[config.mk]
export PLATFORM = sky130hd
export DESIGN_NAME = ran_ram
export DESIGN_NICKNAME = d
export VERILOG_FILES = /design/src/rtl/ran_ram.sv
export SDC_FILE = /design/constraint.sdc
export NUM_CORES = 2
export LEC_CHECK = 0
export BUFFER_PORTS_ARGS = -buffer_cell sky130_fd_sc_hd__clkbuf_2
export CAP_MARGIN = 25
export CORE_MARGIN = 3
export CORE_UTILIZATION = 50
export CTS_CLUSTER_SIZE = 40
export DETAILED_ROUTE_END_ITERATION = 6
export GPL_ROUTABILITY_DRIVEN = 0
export PLACE_DENSITY = 0.64
export SLEW_MARGIN = 20
export SYNTH_ARGS = -nofsm -noshare
export SYNTH_HDL_FRONTEND = slang
export SYNTH_SLANG_ARGS = --single-unit
[constraint.sdc]
create_clock -name clk -period 3.2 [get_ports clk]
set_input_delay 0 -clock clk [delete_from_list [all_inputs] [get_ports clk]]
set_output_delay 0 -clock clk [all_outputs]
set_load 0.02 [all_outputs]
[src/rtl/ran_ram.sv]
module ran_ram #(
  parameter int WIDTH = 33,
  parameter int DEPTH = 64,
  localparam int AW = (DEPTH > 1) ? $clog2(DEPTH) : 1
) (
  input  logic                    clk,
  input  logic                    we,
  input  logic [AW-1:0]           waddr,
  input  logic [WIDTH-1:0]        wdata,
  input  logic                    re,
  input  logic [AW-1:0]           raddr,
  output logic [WIDTH-1:0]        rdata
);
  logic [WIDTH-1:0] mem [DEPTH];

  // One write port, one registered read port.
  always_ff @(posedge clk) begin
    if (we) begin
      mem[waddr] <= wdata;
    end
    if (re) begin
      rdata <= mem[raddr];
    end
  end

endmodule

==> metrics.md <==
| Metric | Value |
|---|---|
| Cell area after layout | `0.09346 mm²` |
| Gr usage total | `25.53%` |
| Slew @ Worst Pin | `1.061 ns` |
| Die Y | `409.8 µm` |
| Critical Path RT | `3.78 ns` |
| CTS tree | `yes` |
| Final WL | `212,300 µm` |
| Worst min path class | `primary input to register` |
| Synth Register Bits | `2,145` |
| Clock power frac | `40.6%` |
| Worst setup path class | `primary input to register` |
| Hold_buf cts | `30` |
| Total congestion overflow | `0` |
| Post-route setup TNS | `0 ns` |
| Outcome | `completed` |
| Maxcap violations | `0` |
| Max Freq | `0.3905 GHz` |
| Highest ir drop seen on vdd | `0.5904 mV` |
| Reg power frac | `54.3%` |
| Pint | `45.27 mW` |
| # rows | `147` |
| Share of the synthesized area in the top cell type | `79.01%` |
| Post-synth ARST share | `0%` |
| Clock-pin slew on the worst setup and hold paths | `0.06 ns` |
| Detail Route Antenna Nets | `0` |
| Post-DR vias/cell | `6.411` |
| Post-CTS Setup Repair Bufs | `0` |
| NetSw | `12.37 mW` |
| RSZ-0062 raised after global routing | `false` |
| Top cells by area, synth | `edfxtp_1 79%, mux4_2 13%, mux2i_1 1.2%` |
| Synth Net Count | `3,646` |
| Starting Density | `50.54%` |
| Die span in x | `409.8 µm` |
| PnR Total Power | `57.65 mW` |
| Sw Share | `21.46%` |
| Relative slew slack | `29.24%` |
| Final WS setup | `0.6391 ns` |
| Tmin final | `2.561 ns` |
| Largest net degree at the start of global routing | `71` |
| Mean post-synth cell area | `22.66 µm²` |
| Crit path max fanout | `70` |
| Ys Warns | `0` |
| Register area share after synthesis | `79.01%` |
| Gate power share | `5.1%` |
| EDFF count, synth | `2,145` |
| Clk_skew | `0.04091 ns` |
| Commonest non-fill, non-tap cell in the layout | `edfxtp_1` |
| Static Leak | `29.23 nW` |
| Final period util | `80.03%` |
| Arr. time, crit path | `3.14 ns` |
| Drt wl/cell | `33.80 µm` |
| Hold Crit Depth | `1` |
| Port buffer count | `80` |
| Post-cts resize count | `0` |
| CTS Root Cell | `clkbuf_16` |
| Non-Filler Instances | `6,281` |
| CP Launch Type | `primary input` |
| Count of final hold-check violations | `0` |
| Dpl ws | `0.2791 ns` |
| Nets | `3,995` |
| CP endpoint kind | `register` |
| Most frequent cells in the layout | `2,145 x edfxtp_1, 485 x mux4_2, 206 x clkbuf_16` |
| H-Tree Depth | `4` |
| Vias | `40,270` |
| Vias in the first global route | `40,320` |
| Share of cells above drive strength 1 | `28.78%` |
| Final setup fails | `0` |
| First-pass GRT wire length | `303,400 µm` |
| Skew-Pair Late Insertion Delay | `0.83 ns` |
| DR pass1 iterations | `5` |
| P per Cell Area | `616.8 mW/mm²` |
| Die area | `0.1679 mm²` |
| Worst R2R Path Depth | `6` |
| Synth unique cells | `45` |
| Mapped Cells | `3,598` |
| DP HPWL | `119,500 µm` |
| Fin. max-slew vios | `0` |
| Post-synth top flop | `edfxtp_1` |
| DP Area | `0.08645 mm²` |
| Cell area after synthesis | `0.08152 mm²` |
| Num CTS Buffers | `205` |
| Clk buf depth | `3` |
| Initial antenna violation count | `4` |
| Core area | `0.1613 mm²` |
| Area grow syn2layout | `14.64%` |
| TritonCTS Sinks | `2,145` |
| DP Cell Count | `5,856` |
| # IOs | `81` |
| Post-synth top area cell | `edfxtp_1` |
| Drt drc | `0` |
| DRT iter0 DRCs | `5,257` |
-- metal layers --
layer | part of all wire (%) | global-route usage, % | up-vias | wire (µm)
met1 | 40 | 37.24 | 21670 | 84680
li1 | - | - | 16110 | -
met2 | 48 | 40.51 | 2197 | 102800
met5 | 0.0061 | 0 | - | 13
met4 | 2.4 | 6.450 | 2 | 4989
met3 | 9.3 | 4.540 | 287 | 19790
-- cells in the mapped netlist, types with 2 or more instances --
library cell / count
a211o_1: 8
o221ai_1: 46
buf_1: 13
mux4_2: 485
and2_1: 12
o211ai_1: 8
buf_4: 17
buf_6: 28
buf_8: 5
clkbuf_1: 82
a221oi_1: 8
nand4_1: 41
nand2_1: 102
a211oi_2: 10
nor3_1: 5
o22ai_1: 59
nor2_1: 71
or3_1: 3
or3b_2: 3
and3_1: 19
mux2_2: 6
nand3_1: 86
nand2b_1: 5
a21oi_1: 17
mux2i_1: 96
o221a_1: 8
nor2b_1: 23
o21ai_0: 13
edfxtp_1: 2145
a22oi_1: 77
a211oi_1: 19
buf_2: 58
nand3b_1: 2
and4b_1: 4
a31oi_1: 4
-- area by class of cell --
class | count | area, µm²
Tap cell | 2160 | 2703
Clock inverter | 139 | 1211
Fill cell | 11580 | 67840
Multi-Input combinational cell | 1246 | 16440
Inverter | 3 | 11.26
Antenna cell | 3 | 7.507
Sequential cell | 2145 | 64410
Clock buffer | 239 | 5279
Timing Repair Buffer | 346 | 3401
-- kinds of logic after synthesis --
logic type             share of synthesized area (%)
flip-flops                                     79.01
multiplexers                                   14.66
AND/OR/NAND/NOR                                2.264
AO/OA/AOI/OAI                                  2.598
buffers and inverters                          1.467
-- critical path, stage by stage --
cell and delay (ns):
dlygate4sd3_1 0.52, buf_4 0.23, buf_12 0.42, nand2b_1 0.34, buf_4 0.27, o22ai_1 0.19, a21oi_1 0.07, o32ai_1 0.31
a211oi_1 0.09, dlygate4sd3_1 0.57
-- path summary, 6_finish.rpt --
check / startpoint / end / slack, ns
worst min-delay path: wdata[0] / mem[41][0] / 0.05
worst min register to register: mem[27][17] / rdata[17] / 0.89
worst max register to register: mem[23][32] / rdata[32] / 0.72
worst max-delay path: raddr[3] / rdata[32] / 0.64
-- power by group through the flow --
| stage | combinational (mW) | clock (mW) | sequential (mW) |
|---|---|---|---|
| finish | 2.95 | 23.4 | 31.3 |
| global route | 3.12 | 24.9 | 31.3 |
| CTS | 2.95 | 23.7 | 31.3 |
| detailed placement | 2.92 | 0 | 31.9 |
| global placement | 2.86 | 0 | 31.9 |
| floorplan | 1.50 | 0 | 31.9 |
-- stage by stage --
stage / hold WS, ns / utilization [%]
4_1_cts: 0.01364 / 57.81
3_3_place_gp: 0.3116 / 53.48
5_1_grt: 0.07988 / 57.94
6_report: 0.04914 / 57.94
2_1_floorplan: 0.09887 / -
3_5_place_dp: 0.3255 / 53.60
-- sequential cells by signal (all words and copies together), names as in the netlist --
register	count
mem	2112
rdata	33
(Power assumes the default switching activity.)
